$ cat src/rtl/ship_pkg.sv
package ship_pkg;

  // Field widths of one request word
  localparam int unsigned CORE_W   = 3;
  localparam int unsigned SETIDX_W = 11;
  localparam int unsigned WAYIN_W  = 4;
  localparam int unsigned ADDR_W   = 64;
  localparam int unsigned VICT_W   = 4;

  // Per-line state: {rrpv, signature}
  localparam int unsigned RRPV_W = 2;
  localparam int unsigned SIG_W  = 4;
  localparam int unsigned LANE_W = RRPV_W + SIG_W;
  localparam int unsigned NSIG   = 16;

  localparam logic [RRPV_W-1:0] RRPV_MAX  = 2'd3;
  localparam logic [RRPV_W-1:0] RRPV_NEAR = 2'd1;
  localparam logic [RRPV_W-1:0] RRPV_HIT  = 2'd0;
  localparam logic [LANE_W-1:0] LANE_INIT = {RRPV_MAX, 4'd0};

  // Reuse counters
  localparam int unsigned        CTR_W      = 2;
  localparam logic [CTR_W-1:0]   CTR_INIT   = 2'd2;
  localparam logic [CTR_W-1:0]   CTR_MAX    = 2'd3;
  localparam logic [CTR_W-1:0]   CTR_THRESH = 2'd2;

  // Commands
  localparam logic CMD_VICTIM = 1'b0;
  localparam logic CMD_UPDATE = 1'b1;

  // Default geometry
  localparam int unsigned SETS_DEF  = 2048;
  localparam int unsigned WAYS_DEF  = 16;
  localparam int unsigned CORES_DEF = 1;

  // Shift of the reciprocal used to fold the set index into range
  localparam int unsigned RECIP_SH = 2 * SETIDX_W;

  typedef struct packed {
    logic              en;
    logic [SIG_W-1:0]  idx;
    logic [CTR_W-1:0]  val;
  } ctr_wr_t;

  function automatic logic [SIG_W-1:0] sig_of(input logic [ADDR_W-1:0] pc);
    sig_of = pc[5:2] ^ pc[10:7];
  endfunction

endpackage

$ cat src/rtl/ship_ctr_table.sv
module ship_ctr_table
  import ship_pkg::*;
(
  input  logic             clk_i,
  input  logic             rst_ni,
  input  logic [SIG_W-1:0] raddr_i,
  output logic [CTR_W-1:0] rdata_o,
  input  ctr_wr_t          wr_i
);

  logic [CTR_W-1:0] ctr_q [NSIG];

  always_ff @(posedge clk_i or negedge rst_ni) begin
    if (!rst_ni) begin
      for (int i = 0; i < NSIG; i++) begin
        ctr_q[i] <= CTR_INIT;
      end
    end else if (wr_i.en) begin
      ctr_q[wr_i.idx] <= wr_i.val;
    end
  end

  assign rdata_o = ctr_q[raddr_i];

endmodule

$ cat config.mk
export PLATFORM = sky130hd
export DESIGN_NAME = ship_ctr_table
export DESIGN_NICKNAME = d
export VERILOG_FILES = /design/src/rtl/ship_pkg.sv /design/src/rtl/ship_ctr_table.sv
export SDC_FILE = /design/constraint.sdc
export NUM_CORES = 1
export LEC_CHECK = 0
export BUFFER_PORTS_ARGS = -buffer_cell sky130_fd_sc_hd__buf_2
export CAP_MARGIN = 40
export CORE_MARGIN = 5
export CORE_UTILIZATION = 40
export CTS_BUF_LIST = sky130_fd_sc_hd__clkbuf_4 sky130_fd_sc_hd__clkbuf_8 sky130_fd_sc_hd__clkbuf_16
export DETAILED_ROUTE_END_ITERATION = 16
export MAX_ROUTING_LAYER = met4
export PLACE_DENSITY = 0.68
export SYNTH_ARGS = -nofsm -noshare
export SYNTH_HDL_FRONTEND = slang
export SYNTH_SLANG_ARGS = --single-unit
$ cat constraint.sdc
create_clock -name clk_i -period 3.3 [get_ports clk_i]
set_input_delay 0.165 -clock clk_i [delete_from_list [all_inputs] [get_ports clk_i]]
set_output_delay 0.165 -clock clk_i [all_outputs]
set_load 0.01 [all_outputs]
==> impl_metrics.json <==
{
  "cts_made_buffers": 5,
  "dp_cells": 169,
  "die_y_um": 72.88,
  "initial_core_util_pct": 42.25,
  "finalSetupTns_ns": 0,
  "grt_max_degree": 33,
  "grt_pass1_vias": 1062,
  "power.density_nw_per_um2": 600.5,
  "clock_skew_ns": 0,
  "routedWlPerCell_um": 16.88,
  "synth.distinct_cells": 17,
  "cp_slowest_stage_delay_ns": 0.50,
  "slew_violations": 0,
  "p_seq_share_pct": 52.2,
  "outcome": "finished clean",
  "layout-drive-gt1-share_pct": 56.59,
  "rsz0062_at_grt": "no",
  "rows": 22,
  "layout_common_cells": "32 x mux2_2, 16 x dfrtp_1, 16 x dfstp_2",
  "mostFrequentLayoutCell": "mux2_2",
  "vias": 959,
  "antenna_cells": 0,
  "routed_wl_um": 2988,
  "p_switching_mw": 0.2508,
  "reg_top3": "ctr_q (32)",
  "cp_max_fo": 2,
  "largest_reg_flops": 32,
  "synth.cell_area_um2": 1582,
  "max_freq_ghz": 0.5834,
  "crit_type": "reg2out",
  "p_sw_share_pct": 23.26,
  "layout_worst_path_cycle_share_pct": 51.94,
  "p_int_mw": 0.8273,
  "startpoint_type": "flop",
  "setup_violations": 0,
  "syn_inst": 111,
  "period_minus_slack_ns": 1.714,
  "cp-startpoint": "ctr_q[21]",
  "vdd_drop_max_v": 0.0003030,
  "regToRegEndpoint": "ctr_q[6]",
  "areaGrowthSynthToFinish_pct": 13.53,
  "clockPowerShare_pct": 29.2,
  "ios": 15,
  "grtUsageTotal_pct": 13.56,
  "drtAntennaViolNets": 0,
  "syn_avg_cell_area_um2": 14.25,
  "yosys-top-cells-area": "dfstp_2 27%, dfrtp_1 25%, mux2_2 23%",
  "max-slew-margin-rel_pct": 54.80,
  "clkLatencyLatePin_ns": 0.28,
  "core_um2": 3744,
  "portBuffers": 14,
  "cp.arrival_ns": 1.55,
  "dieArea_um2": 5311,
  "postLayoutCoreUtil_pct": 47.96,
  "worstReg2RegStart": "ctr_q[6]",
  "yosysSeqAreaShare_pct": 51.90,
  "min_path_type": "in2reg",
  "r2r_slack_ns": 2.53,
  "h-tree-depth": 2,
  "hpwl_um": 2230,
  "post_cts_buffers": 0,
  "die_w_um": 72.88,
  "stdcell_count": 177,
  "setup_ws_ns": 1.586,
  "yosysTopAreaCell": "dfstp_2",
  "cts.sinks": 32,
  "hold_viol": 0,
  "gr-total-overflow": 0,
  "post-synth-top-area-fraction_pct": 26.58,
  "crit_path_end": "rdata_o[1]",
  "ys_warn_count": 0,
  "largest-register": "ctr_q",
  "p_leak_nw": 0.7429,
  "syn-num-nets": 124,
  "crit_chain": "mux4_1 > a22oi_1 > nand3_1 > buf_2",
  "clk_pin_slew_ns": 0.06,
  "cp_slowest_cell": "mux4_1",
  "drtPass1Iterations": 4,
  "whs_ns": 0.3263,
  "reg2regPathDepth": 1,
  "p_comb_share_pct": 18.5,
  "first_iter_violations": 43,
  "cts_tree": "yes",
  "critPathRequiredTime_ns": 3.13,
  "drc_errors": 0,
  "cts_root_buf": "clkbuf_8",
  "grt_pass1_wl_um": 5126,
  "worst_pin_slew_ns": 0.6779,
  "nets": 142,
  "gp_congestion": 0.8750,
  "maxCapViolations": 0,
  "cts.path.max_buffers": 2,
  "endpoint_kind": "output port",
  "viasPerCell": 5.418,
  "ys_ff_latch": 32,
  "dp_slack_ns": 1.709,
  "antenna_found_initial": 0
}
[per-layer routing]
layer	part of all wire (%)	track usage (%)
met1	43	15.93
met2	49	21.04
met3	5.7	4.545
met4	1.8	6.148
met5	0	-
[final cells by class]
cell class                      instances  area [um^2]
Clock buffer                            7        96.34
Tap cell                               48        60.06
Fill cell                             362         1948
Timing Repair Buffer                   15        80.08
Multi-Input combinational cell         75        738.2
Sequential cell                        32        820.8
[power by group through the flow]
stage / Clock [mW] / Sequential (mW) / Combinational [mW]
after global routing: 0.343 / 0.576 / 0.219
after global placement: 0 / 0.567 / 0.193
after floorplan: 0 / 0.547 / 0.155
after detailed placement: 0 / 0.572 / 0.202
after CTS: 0.329 / 0.564 / 0.204
final: 0.315 / 0.563 / 0.200
[how the worst min path moves through the flow]
stage / cells past startpoint / from / slack, ns / endpoint
6_report: 3 / wr_i[3] / 0.33 / ctr_q[23]
5_1_grt: 3 / wr_i[3] / 0.34 / ctr_q[23]
3_3_place_gp: 1 / rst_ni / 0.23 / ctr_q[4]
3_5_place_dp: 1 / rst_ni / 0.24 / ctr_q[6]
4_1_cts: 3 / wr_i[3] / 0.31 / ctr_q[23]
2_1_floorplan: 0 / rst_ni / -0.13 / ctr_q[0]
[per-stage QoR]
step,power [mW],instance area [um^2]
2_1_floorplan,0.7025,1582
3_3_place_gp,0.7604,1689
3_5_place_dp,0.7739,1689
4_1_cts,1.097,1795
5_1_grt,1.137,1795
6_report,1.078,1795
[cell usage after synthesis]
cell type,n
a22oi_1,2
and2b_1,1
buf_6,1
clkbuf_1,3
dfrtp_1,16
dfstp_2,16
mux2_2,32
mux4_1,4
mux4_2,4
nand2_1,4
nand2b_1,6
nand3_1,5
nand3b_1,2
nor2_1,11
nor2b_1,2
nor3b_1,1
or3_1,1
[critical path, delay by kind of cell (launching register included)]
kind / cells / cell delay (ns)
mux: 1 / 0.50
flops: 1 / 0.37
compound gates: 1 / 0.16
buf+inv: 1 / 0.14
simple gates: 1 / 0.10
[repair_timing]
action,CTS,global route
endpoints found under the hold margin,16,0
resized for setup,0,0
hold buffers,1,0
[cells by family (layout without fill, tap and decap cells)]
logic type	count (synthesis)	after routing	synth area share, %
compound gates	2	2	0.9491
simple gates	33	33	10.60
mux	40	40	35.13
flops	32	32	51.90
buf+inv	4	22	1.424
(Power assumes the default switching activity.)
