--- config.mk ---
export PLATFORM = sky130hd
export DESIGN_NAME = ship_stride
export DESIGN_NICKNAME = d
export VERILOG_FILES = /design/src/rtl/ship_pkg.sv /design/src/rtl/ship_stride.sv
export SDC_FILE = /design/constraint.sdc
export NUM_CORES = 1
export LEC_CHECK = 0
export ABC_AREA = 0
export BUFFER_PORTS_ARGS = -buffer_cell sky130_fd_sc_hd__buf_4
export CAP_MARGIN = 20
export CORE_ASPECT_RATIO = 2
export CORE_MARGIN = 5
export CORE_UTILIZATION = 30
export CTS_BUF_LIST = sky130_fd_sc_hd__clkbuf_4 sky130_fd_sc_hd__clkbuf_8
export DETAILED_ROUTE_END_ITERATION = 10
export MAX_ROUTING_LAYER = met4
export PLACE_DENSITY = 0.57
export SYNTH_ARGS = -nofsm -noshare
export SYNTH_HDL_FRONTEND = slang
export SYNTH_SLANG_ARGS = --single-unit
--- constraint.sdc ---
create_clock -name clk_i -period 5.3 [get_ports clk_i]
set_input_delay 0.795 -clock clk_i [delete_from_list [all_inputs] [get_ports clk_i]]
set_output_delay 0.795 -clock clk_i [all_outputs]
set_load 0.05 [all_outputs]
--- src/rtl/ship_pkg.sv ---
package ship_pkg;

  // Field widths of one request word
  localparam int unsigned CORE_W   = 3;
  localparam int unsigned SETIDX_W = 11;
  localparam int unsigned WAYIN_W  = 4;
  localparam int unsigned ADDR_W   = 64;
  localparam int unsigned VICT_W   = 4;

  // Per-line state: {rrpv, signature}
  localparam int unsigned RRPV_W = 2;
  localparam int unsigned SIG_W  = 4;
  localparam int unsigned LANE_W = RRPV_W + SIG_W;
  localparam int unsigned NSIG   = 16;

  localparam logic [RRPV_W-1:0] RRPV_MAX  = 2'd3;
  localparam logic [RRPV_W-1:0] RRPV_NEAR = 2'd1;
  localparam logic [RRPV_W-1:0] RRPV_HIT  = 2'd0;
  localparam logic [LANE_W-1:0] LANE_INIT = {RRPV_MAX, 4'd0};

  // Reuse counters
  localparam int unsigned        CTR_W      = 2;
  localparam logic [CTR_W-1:0]   CTR_INIT   = 2'd2;
  localparam logic [CTR_W-1:0]   CTR_MAX    = 2'd3;
  localparam logic [CTR_W-1:0]   CTR_THRESH = 2'd2;

  // Commands
  localparam logic CMD_VICTIM = 1'b0;
  localparam logic CMD_UPDATE = 1'b1;

  // Default geometry
  localparam int unsigned SETS_DEF  = 2048;
  localparam int unsigned WAYS_DEF  = 16;
  localparam int unsigned CORES_DEF = 1;

  // Shift of the reciprocal used to fold the set index into range
  localparam int unsigned RECIP_SH = 2 * SETIDX_W;

  typedef struct packed {
    logic              en;
    logic [SIG_W-1:0]  idx;
    logic [CTR_W-1:0]  val;
  } ctr_wr_t;

  function automatic logic [SIG_W-1:0] sig_of(input logic [ADDR_W-1:0] pc);
    sig_of = pc[5:2] ^ pc[10:7];
  endfunction

endpackage

--- src/rtl/ship_stride.sv ---
module ship_stride
  import ship_pkg::*;
#(
  parameter int unsigned CORES = CORES_DEF
) (
  input  logic              clk_i,
  input  logic              rst_ni,
  input  logic              en_i,
  input  logic [CORE_W-1:0] core_i,
  input  logic [ADDR_W-1:0] paddr_i,
  output logic              streaming_o
);

  localparam int unsigned CW = (CORES > 1) ? $clog2(CORES) : 1;

  logic [ADDR_W-1:0] prev_addr_q  [CORES];
  logic [ADDR_W-1:0] prev_delta_q [CORES];

  logic              core_ok;
  logic [CW-1:0]     cidx;
  logic [ADDR_W-1:0] prev_addr;
  logic [ADDR_W-1:0] delta;

  assign core_ok   = int'(core_i) < CORES;
  assign cidx      = CW'(core_i);
  assign prev_addr = prev_addr_q[cidx];

  // First access after reset sees no stride
  assign delta = (prev_addr == '0) ? '0 : paddr_i - prev_addr;

  assign streaming_o = core_ok && (delta != '0) && (delta == prev_delta_q[cidx]);

  always_ff @(posedge clk_i or negedge rst_ni) begin
    if (!rst_ni) begin
      for (int i = 0; i < CORES; i++) begin
        prev_addr_q[i]  <= '0;
        prev_delta_q[i] <= '0;
      end
    end else if (en_i && core_ok) begin
      prev_addr_q[cidx]  <= paddr_i;
      prev_delta_q[cidx] <= delta;
    end
  end

endmodule
==> results.py, run 1 <==
metrics = {
    "place": {
        "io_buffers": 70,
        "routabilityCongestion": 1.04,
        "dp_hpwl_microns": 38200,
    },
    "routing": {
        "first_pass_iters": 5,
        "drc": 0,
        "routed_wirelength_microns": 46800,
        "ant_nets": 0,
        "wl_per_cell_microns": 21.4,
        "viasPerCell": 5.45,
        "vias": 11900,
        "drt_iter0_drc": 583,
    },
    "clock_network": {
        "cts_tree": "done",
        "clk_path_buf_depth": 2,
        "holdBufCountCts": 0,
        "clkTransAtPathRegs_ns": 0.08,
        "clkLatencyLatePin_ns": 0.52,
        "numClockSinks": 128,
        "ctsRootBufferMaster": "clkbuf_8",
        "cts_inserted_buffers": 17,
        "cts-htree-levels": 4,
    },
    "critical_path": {
        "startpoint_type": "flop",
        "r2r_cells": 14,
        "max_stage_delay_ns": 0.55,
        "arrival_ns": 4.57,
        "crit_end": "streaming_o",
        "slowest_stage": "or4_4",
        "reg2reg_to": "prev_delta_q[61]$_DFFE_PN0P_",
        "required_ns": 4.51,
        "cp_cell_sequence": "inv_1 -> ha_2 -> buf_4 -> nand4_1 -> a211oi_2 -> buf_4 -> o211ai_1 -> o211a_1 -> buf_4 -> o21a_4 -> a211oi_4 -> o31ai_4 -> xor2_1 -> nand3_1 -> or4_4 -> nor4_4 -> buf_6",
        "crit_fanout": 6,
        "cpMostUsedCell": "buf_4",
        "rrSetupSlack_ns": 2.14,
        "worst_setup_path_end_kind": "output port",
        "worst-setup-path-type": "flop to output port",
        "rr_startpoint": "prev_addr_q[1]$_DFFE_PN0P_",
        "startpoint": "prev_addr_q[11]$_DFFE_PN0P_",
    },
    "yosys": {
        "synth-edff-count": 0,
        "ys_seq_elements": 128,
        "ys_types": 81,
        "syn_area_sq_um": 10900,
        "synth_fp_nets": 1497,
        "yosysWarnings": 0,
        "async_flop_share_pct": 100,
        "syn-instance-count": 1362,
        "seq_area_frac_synth_pct": 29.3,
        "synth.avg_cell_area_sq_um": 8.01,
        "synthFlopType": "dfrtp_1",
    },
    "timing": {
        "min_period_ns": 5.36,
        "fin_crit_sh_pct": 101,
        "layout_setup_ws_ns": -0.0610,
        "rsz0062_at_grt": "true",
        "hold_viol": 0,
        "fin_worst_skew_ns": 0.0150,
        "tightestPinTransition_ns": 0.898,
        "relSlewSlack_pct": 40.1,
        "setup_violations": 1,
        "fin_setup_tns_ns": -0.0610,
        "maxSlewViolCount": 0,
        "fmax_ghz": 0.187,
    },
    "global_routing": {
        "grt_usage_pct": 24.3,
        "grt_max_degree": 129,
        "grt_overflow": 0,
        "grt_first_pass_wirelength_microns": 71300,
        "grt_pass1_vias": 12700,
        "antenna_found_initial": 1,
    },
    "min_path": {
        "hold_path.class": "input port to async pin",
    },
    "floorplan": {
        "dieArea_sq_um": 40500,
        "fp.coreArea_sq_um": 36300,
        "rows": 99,
        "die_x_microns": 145,
        "start_util_pct": 30.1,
        "die_h_microns": 280,
        "ios": 71,
    },
    "layout": {
        "final_nets": 1855,
        "fillers": 3677,
        "utilization_pct": 43.2,
        "area_growth_pct": 43.6,
        "drive_gt1_share_pct": 38.9,
    },
    "status": {
        "violations": "setup timing",
        "outcome": "finished with violations",
    },
    "power": {
        "power.leakage_nw": 7.04,
        "vdd_ir_drop_max_uv": 188,
        "finalPower_mw": 7.06,
        "powerDensity_nw_per_um2": 450,
    },
    "run": {
        "maxCapViolCount": 0,
    },
}
==> routing by layer <==
metal	GRT usage, %	up-vias	part of all wire (%)
met4	24.5	0	13
li1	-	5654	-
met2	43.3	341	53
met5	-	-	0
met1	20.5	5726	31
met3	3.06	212	2.8
==> cell families (layout without fill, tap and decap cells) <==
logic type               Yosys count  count (layout)  share of synthesized area [%]
AO/OA/AOI/OAI                    388             388                           22.6
XOR/XNOR                          86              86                           6.90
adder cells (fa/ha/maj)           65              65                           7.52
buffers and inverters            165             536                           5.93
flip-flops                       128             128                           29.3
multiplexers                      71              71                           7.27
other                              0               1                              0
AND/OR/NAND/NOR                  459             459                           20.4
==> synthesized netlist by cell type, types with 8 or more instances <==
master / instances / area share [%]
o21a_1: 9 / 0.62
nand3_1: 20 / 0.92
xor2_1: 45 / 3.6
a31oi_1: 13 / 0.75
nor4b_1: 9 / 0.72
nor4_1: 27 / 1.5
nor2_1: 78 / 2.7
nor2b_1: 8 / 0.46
mux2_2: 66 / 6.8
o31ai_1: 20 / 1.4
o211ai_1: 12 / 0.83
o21ai_0: 122 / 5.6
inv_1: 91 / 3.1
or4_1: 8 / 0.55
nor3_1: 28 / 1.3
buf_1: 11 / 0.38
nand2_1: 185 / 6.4
clkbuf_1: 48 / 1.7
a21o_1: 17 / 1.2
a211oi_1: 13 / 0.89
and3_1: 12 / 0.69
o21bai_1: 12 / 0.83
ha_1: 64 / 7.3
nand4_1: 45 / 2.6
buf_2: 12 / 0.55
dfrtp_1: 128 / 29
a21oi_1: 95 / 4.4
xnor2_1: 41 / 3.3
==> layout by cell type, fill, tap and decap left out, drive strengths merged, types with 12 or more instances in the layout <==
cell / n
xor2: 45
dfrtp: 128
nor3: 28
nand4: 45
ha: 64
inv: 98
o21bai: 12
nor4: 28
mux2: 66
o21ai: 127
buf: 413
clkbuf: 17
o211ai: 12
nand2: 186
xnor2: 41
a21o: 18
a211oi: 13
nand3: 20
a21oi: 97
nor2: 78
a31oi: 13
o31ai: 22
and3: 12
==> power by group <==
group / internal [mW] / switching [mW] / total, mW
logic: 2.13 / 2.45 / 4.58
clock network: 0.383 / 0.502 / 0.885
registers: 1.28 / 0.307 / 1.59
==> worst min path at each step <==
stage	start	end	slack [ns]	cells past startpoint
after floorplan	prev_delta_q[20]$_DFFE_PN0P_	prev_delta_q[20]$_DFFE_PN0P_	0.46	2
after global placement	prev_delta_q[12]$_DFFE_PN0P_	prev_delta_q[12]$_DFFE_PN0P_	0.48	2
after detailed placement	prev_delta_q[30]$_DFFE_PN0P_	prev_delta_q[30]$_DFFE_PN0P_	0.49	2
after CTS	rst_ni	prev_addr_q[19]$_DFFE_PN0P_	0.38	2
after global routing	rst_ni	prev_addr_q[19]$_DFFE_PN0P_	0.41	2
final	rst_ni	prev_addr_q[15]$_DFFE_PN0P_	0.35	2
==> through the flow <==
stage | instances | hold slack, ns | area, sq um | worst slack [ns]
floorplan | 1362 | 0.464 | 10900 | 0.0358
global placement | 2129 | 0.483 | 14100 | -0.553
detailed placement | 2129 | 0.492 | 14100 | -0.596
CTS | 2186 | 0.380 | 15600 | -0.0355
global route | 2188 | 0.410 | 15700 | -0.298
finish | 2188 | 0.352 | 15700 | -0.0610
==> flip-flops by register name, indices dropped and copies added, names as in the netlist <==
| signal | cells |
|---|---|
| prev_addr_q | 64 |
| prev_delta_q | 64 |
==> worst max-delay path, delay by kind of cell (launching register included) <==
| family | cells | cell delay [ns] |
|---|---|---|
| buffers and inverters | 5 | 0.80 |
| DFF | 1 | 0.38 |
| and+or+nand+nor | 4 | 1.12 |
| AOI/OAI and AO/OA | 6 | 1.19 |
| adders and majority gates | 1 | 0.40 |
| xor gates and xnor gates | 1 | 0.16 |
==> final cells by class <==
type / instances / area [sq um] / share of cell area [%]
antenna: 1 / 2.50 / 0.0160
multi-input combinational: 1069 / 8030 / 51.2
sequential: 128 / 3210 / 20.5
timing repair buffer: 413 / 3140 / 20.1
tap: 454 / 568 / 3.62
clock buffer: 17 / 234 / 1.49
clock inverter: 15 / 150 / 0.958
inverter: 91 / 342 / 2.18
==> what timing repair did <==
item                       in CTS  in global routing
resized for setup             193                  3
setup endpoints to repair       1                  1
pin swaps                      51                  5
setup buffers                  27                  1
Note: power is estimated with default switching activity, not from simulation.
==> inputs of run 2 (changes only) <==
Settings changed: BUFFER_PORTS_ARGS -buffer_cell sky130_fd_sc_hd__buf_4 to -buffer_cell sky130_fd_sc_hd__buf_2.
==> run 2 against run 1 <==
  * The run still ends with setup timing left
  * Wire length up 0.40%
  * Global-route usage down 0.24 points
  * Sequential share of layout area up 0.38 points
  * Non-clock buffer count up 7
  * Worst hold slack better by 0.0092 ns
  * Die area unchanged
  * Setup slack worse by 0.24 ns
  * Critical path depth up 3
  * Cell area down 1.8%
  * Core utilization down 0.78 points
  * Critical path type unchanged
  * Highest routed layer unchanged
==> results.py, run 2 (synthesis results as in run 1) <==
metrics = {
    "min_path": {
        "hold_path.class": "input port to async pin",
    },
    "place": {
        "place_ws_ns": -0.583,
        "dp_hpwl_microns": 38500,
        "dp_cells": 2138,
        "routabilityCongestion": 1.01,
        "io_buffers": 70,
        "dpl_cell_area_sq_um": 14000,
    },
    "timing": {
        "fmax_ghz": 0.179,
        "fin_setup_tns_ns": -0.301,
        "fin_crit_sh_pct": 106,
        "min_period_ns": 5.60,
        "tightestPinTransition_ns": 0.865,
        "hold_viol": 0,
        "relSlewSlack_pct": 42.3,
        "rsz0062_at_grt": "true",
        "setup_violations": 1,
        "maxSlewViolCount": 0,
        "fin_worst_skew_ns": 0.0201,
        "layout_setup_ws_ns": -0.301,
    },
    "routing": {
        "wl_met1_microns": 15000,
        "route.met3.wl_microns": 1250,
        "first_pass_iters": 5,
        "wl_per_cell_microns": 21.4,
        "routed_wirelength_microns": 47000,
        "ant_nets": 0,
        "drt_iter0_drc": 651,
        "wl_met2_microns": 25500,
        "vias": 11900,
        "top_layer_used": "met4",
        "viasPerCell": 5.43,
        "drc": 0,
    },
    "clock_network": {
        "holdBufCountCts": 0,
        "ctsRootBufferMaster": "clkbuf_8",
        "clkLatencyLatePin_ns": 0.52,
        "cts-htree-levels": 4,
        "cts_tree": "done",
        "cts_inserted_buffers": 17,
        "clk_path_buf_depth": 2,
        "numClockSinks": 128,
        "clkTransAtPathRegs_ns": 0.09,
    },
    "global_routing": {
        "grt_max_degree": 85,
        "grt_overflow": 0,
        "antenna_found_initial": 1,
        "grt_usage_pct": 24.1,
        "grt_first_pass_wirelength_microns": 71000,
        "grt_pass1_vias": 12500,
    },
    "status": {
        "outcome": "finished with violations",
        "violations": "setup timing",
    },
    "floorplan": {
        "start_util_pct": 30.1,
        "fp.coreArea_sq_um": 36300,
        "ios": 71,
        "die_x_microns": 145,
        "die_h_microns": 280,
        "rows": 99,
        "dieArea_sq_um": 40500,
    },
    "layout": {
        "final_cells": 2195,
        "final_common_cell": "buf_4",
        "reg_top3": "prev_addr_q: 64 flops, prev_delta_q: 64 flops",
        "final_cell_mix": "buf_4 (341), nand2_1 (178), dfrtp_1 (126)",
        "area_growth_pct": 41.0,
        "fin_area_sq_um": 15400,
        "drive_gt1_share_pct": 37.8,
        "final_nets": 1862,
    },
    "run": {
        "maxCapViolCount": 0,
    },
    "critical_path": {
        "rr_startpoint": "prev_addr_q[17]$_DFFE_PN0P_",
        "reg2reg_to": "prev_delta_q[62]$_DFFE_PN0P_",
        "rrSetupSlack_ns": 1.80,
        "required_ns": 4.51,
        "startpoint": "prev_addr_q[17]$_DFFE_PN0P_",
        "r2r_cells": 17,
        "crit_fanout": 4,
        "startpoint_type": "flop",
        "worst_setup_path_end_kind": "output port",
        "arrival_ns": 4.81,
        "crit_end": "streaming_o",
        "worst-setup-path-type": "flop to output port",
    },
    "power": {
        "power.leakage_nw": 7.02,
        "powerDensity_nw_per_um2": 447,
        "vdd_ir_drop_max_uv": 217,
    },
}
==> run 2: through the flow <==
step	hold slack (ns)	utilization [%]	total power, mW
after floorplan	0.464	-	3.60
after global placement	0.479	38.7	5.55
after detailed placement	0.492	38.7	5.59
after CTS	0.380	41.2	6.68
after global routing	0.418	42.4	7.29
final	0.362	42.4	6.87
==> run 2: what timing repair did <==
item	CTS	global route
setup buffers	15	9
gates resized for setup	82	79
pin swaps	29	29
setup endpoints to repair	1	1
==> run 2: worst min-delay path by stage <==
stage               depth (start not counted)  slack (ns)                          from                           end
floorplan                                   2        0.46  prev_delta_q[20]$_DFFE_PN0P_  prev_delta_q[20]$_DFFE_PN0P_
global placement                            2        0.48  prev_delta_q[12]$_DFFE_PN0P_  prev_delta_q[12]$_DFFE_PN0P_
detailed placement                          2        0.49  prev_delta_q[53]$_DFFE_PN0P_  prev_delta_q[53]$_DFFE_PN0P_
CTS                                         1        0.38                        rst_ni   prev_addr_q[17]$_DFFE_PN0P_
global route                                1        0.42                        rst_ni   prev_addr_q[17]$_DFFE_PN0P_
finish                                      1        0.36                        rst_ni   prev_addr_q[17]$_DFFE_PN0P_
==> run 2: layer usage <==
layer  vias to the layer above  track usage (%)
met5                         -                -
met2                       342             43.9
met3                       186             2.55
met1                      5730             20.9
met4                         0             21.4
li1                       5665                -
==> run 2: layout make-up <==
class | instances | area, sq um
clock inverter | 15 | 139
timing repair buffer | 420 | 3040
sequential | 128 | 3210
clock buffer | 17 | 234
tap | 454 | 568
multi-input combinational | 1069 | 7860
fill | 3715 | 20900
inverter | 91 | 342
antenna | 1 | 2.50
==> run 2: critical path: stages, from the launching register on <==
cell      delay [ns]
dfrtp_1         0.40
inv_2           0.06
ha_4            0.28
buf_6           0.10
nand4_1         0.17
nor3_2          0.26
buf_4           0.16
buf_4           0.11
a221oi_4        0.06
a21oi_2         0.22
o2111a_2        0.32
o21ai_4         0.10
buf_6           0.13
o21bai_4        0.18
mux2i_4         0.29
xor2_1          0.16
nand3_1         0.10
or4_4           0.55
nor4_4          0.32
buf_4           0.17
buf_12          0.12
==> run 2: report_power, final <==
group / switching [mW] / total [mW] / internal, mW
combinational: 2.39 / 4.42 / 2.03
sequential: 0.310 / 1.59 / 1.28
clock: 0.516 / 0.860 / 0.345
total: 3.21 / 6.87 / 3.66
==> inputs of run 3 (changes only) <==
--- a/config.mk
+++ b/config.mk
@@ -12,5 +12,5 @@
 export CORE_MARGIN = 5
 export CORE_UTILIZATION = 30
-export CTS_BUF_LIST = sky130_fd_sc_hd__clkbuf_4 sky130_fd_sc_hd__clkbuf_8
+export CTS_BUF_LIST = sky130_fd_sc_hd__clkbuf_8 sky130_fd_sc_hd__clkbuf_16
 export DETAILED_ROUTE_END_ITERATION = 10
 export MAX_ROUTING_LAYER = met4
==> constraint.sdc (replaced) <==
create_clock -name clk_i -period 5.3 [get_ports clk_i]
set_input_delay 0.795 -clock clk_i [delete_from_list [all_inputs] [get_ports clk_i]]
set_output_delay 0.795 -clock clk_i [all_outputs]
set_load 0.005 [all_outputs]
==> run 3 against run 2 <==
  * Cell area up 3.5%
  * Sequential power about the same
  * Register-to-register slack better by 0.18 ns
  * Critical path depth down 2
  * Highest routed layer unchanged
  * Largest cell class unchanged
  * Combinational power up 4%
  * Worst hold slack worse by 0.11 ns
  * Core utilization up 1.5 points
  * First-iteration DRC count up 0.31%
  * Clock power up 43%
  * Critical path type is now input port to output port
  * The flow still finishes with violations (setup timing)
  * Setup slack better by 0.19 ns
  * Sequential cell count unchanged
==> results.py, run 3 (synthesis results as in run 1) <==
metrics = {
    "clock_network": {
        "clk_path_buf_depth": 2,
        "cts_tree": "done",
        "cts-htree-levels": 4,
        "clkTransAtPathRegs_ns": 0.06,
        "cts_inserted_buffers": 17,
        "clkLatencyLatePin_ns": 0.45,
        "ctsRootBufferMaster": "clkbuf_16",
        "numClockSinks": 128,
    },
    "routing": {
        "routed_wirelength_microns": 48700,
        "ant_nets": 0,
        "drt_iter0_drc": 653,
        "wl_per_cell_microns": 22.1,
        "viasPerCell": 5.46,
        "drc": 0,
        "first_pass_iters": 5,
        "vias": 12000,
    },
    "timing": {
        "maxSlewViolCount": 0,
        "fmax_ghz": 0.185,
        "layout_setup_ws_ns": -0.106,
        "fin_worst_skew_ns": 0.0114,
        "hold_slack_ns": 0.249,
        "hold_viol": 0,
        "relSlewSlack_pct": 34.3,
        "rsz0062_at_grt": "true",
        "min_period_ns": 5.41,
        "tightestPinTransition_ns": 0.986,
        "fin_crit_sh_pct": 102,
        "setup_violations": 1,
    },
    "layout": {
        "drive_gt1_share_pct": 40.1,
        "reg_top3": "prev_addr_q: 64 flops, prev_delta_q: 64 flops",
        "antenna_cells": 0,
        "area_growth_pct": 45.9,
        "final_common_cell": "buf_4",
        "utilization_pct": 43.9,
        "final_nets": 1869,
        "final_cell_mix": "buf_4 (353), nand2_1 (172), dfrtp_1 (127)",
        "final_cells": 2201,
    },
    "power": {
        "power.leakage_nw": 7.19,
        "finalPower_mw": 7.43,
        "vdd_ir_drop_max_uv": 268,
        "powerDensity_nw_per_um2": 467,
    },
    "global_routing": {
        "grt_overflow": 0,
        "grt_usage_pct": 24.7,
        "grt_max_degree": 101,
        "grt_first_pass_wirelength_microns": 71900,
        "antenna_found_initial": 0,
        "grt_pass1_vias": 12600,
    },
    "status": {
        "violations": "setup timing",
        "outcome": "finished with violations",
    },
    "min_path": {
        "hold_path.class": "input port to async pin",
    },
    "floorplan": {
        "dieArea_sq_um": 40500,
        "start_util_pct": 30.1,
        "die_h_microns": 280,
        "fp.coreArea_sq_um": 36300,
        "rows": 99,
        "die_x_microns": 145,
        "ios": 71,
    },
    "place": {
        "io_buffers": 70,
        "routabilityCongestion": 1.04,
        "dp_cells": 2144,
        "dp_hpwl_microns": 39700,
    },
    "run": {
        "maxCapViolCount": 0,
    },
    "critical_path": {
        "worst_setup_path_end_kind": "output port",
        "worst-setup-path-type": "input port to output port",
        "arrival_ns": 4.61,
        "crit_fanout": 4,
        "required_ns": 4.51,
        "startpoint_type": "input port",
    },
}
-- run 3: cell types whose count changed in the layout (fill, tap and decap cells not counted), moves of 4 or more --
cell       change
clkbuf_16     +17
clkbuf_8      -17
buf_4         +12
ha_1          -10
ha_4           +9
nand2_1        -6
o21ai_2        +6
nor4_1         -5
a2111oi_0      -4
a21oi_1        -4
buf_6          -4
nand2_2        +4
-- run 3: layout make-up --
class,instances,area [sq um]
Timing Repair Buffer,427,3080
Clock inverter,15,159
Inverter,91,347
Tap cell,454,568
Multi-Input combinational cell,1069,8140
Sequential cell,128,3200
Fill cell,3632,20400
Clock buffer,17,425
-- run 3: final timing paths --
| check | start | end | slack (ns) | cells past startpoint |
|---|---|---|---|---|
| min reg2reg | prev_delta_q[63]$_DFFE_PN0P_ | prev_delta_q[63]$_DFFE_PN0P_ | 0.51 | 2 |
| min in group clk_i | prev_delta_q[63]$_DFFE_PN0P_ | prev_delta_q[63]$_DFFE_PN0P_ | 0.51 | 2 |
| min | rst_ni | prev_addr_q[18]$_DFFE_PN0P_ | 0.25 | 1 |
| max in group asynchronous | rst_ni | prev_addr_q[2]$_DFFE_PN0P_ | 4.01 | 2 |
| max | paddr_i[30] | streaming_o | -0.11 | 18 |
| max reg2reg | prev_addr_q[32]$_DFFE_PN0P_ | prev_delta_q[40]$_DFFE_PN0P_ | 1.98 | 13 |
-- run 3: repair_timing --
action,in CTS,in global routing
gates resized for setup,101,119
pin swaps,29,51
hold buffers,0,0
buffers inserted,13,12
endpoints found under the setup margin,1,1
-- run 3: stage by stage --
step / cell area (sq um) / TNS, ns / setup slack (ns)
5_1_grt: 15900 / -0.295 / -0.295
3_3_place_gp: 14100 / -0.652 / -0.652
4_1_cts: 15200 / -0.120 / -0.120
2_1_floorplan: 10900 / 0 / 0.370
6_report: 15900 / -0.106 / -0.106
3_5_place_dp: 14100 / -0.566 / -0.566
-- run 3: metal layers --
layer	GRT usage (%)	up-vias	part of all wire, %
li1	-	5683	-
met1	20.5	5780	31
met2	45.5	357	55
met3	3.13	202	2.9
met4	22.1	0	12
met5	-	-	0
-- run 3: worst max-delay path, stage by stage --
cell,delay (ns)
buf_2,0.11
ha_1,0.31
buf_4,0.14
nand4_1,0.21
nor3_4,0.28
o41ai_2,0.09
buf_4,0.16
a211oi_4,0.26
o31ai_4,0.12
nand2_2,0.13
a21oi_4,0.07
xnor2_2,0.25
a21boi_1,0.10
or4_1,0.55
or4_4,0.56
nor4_4,0.22
buf_4,0.16
buf_6,0.09
-- run 3: power breakdown --
part	internal [mW]	total, mW	switching [mW]
sequential	1.29	1.60	0.317
combinational	2.11	4.60	2.49
clock	0.697	1.23	0.529
total	4.09	7.43	3.34
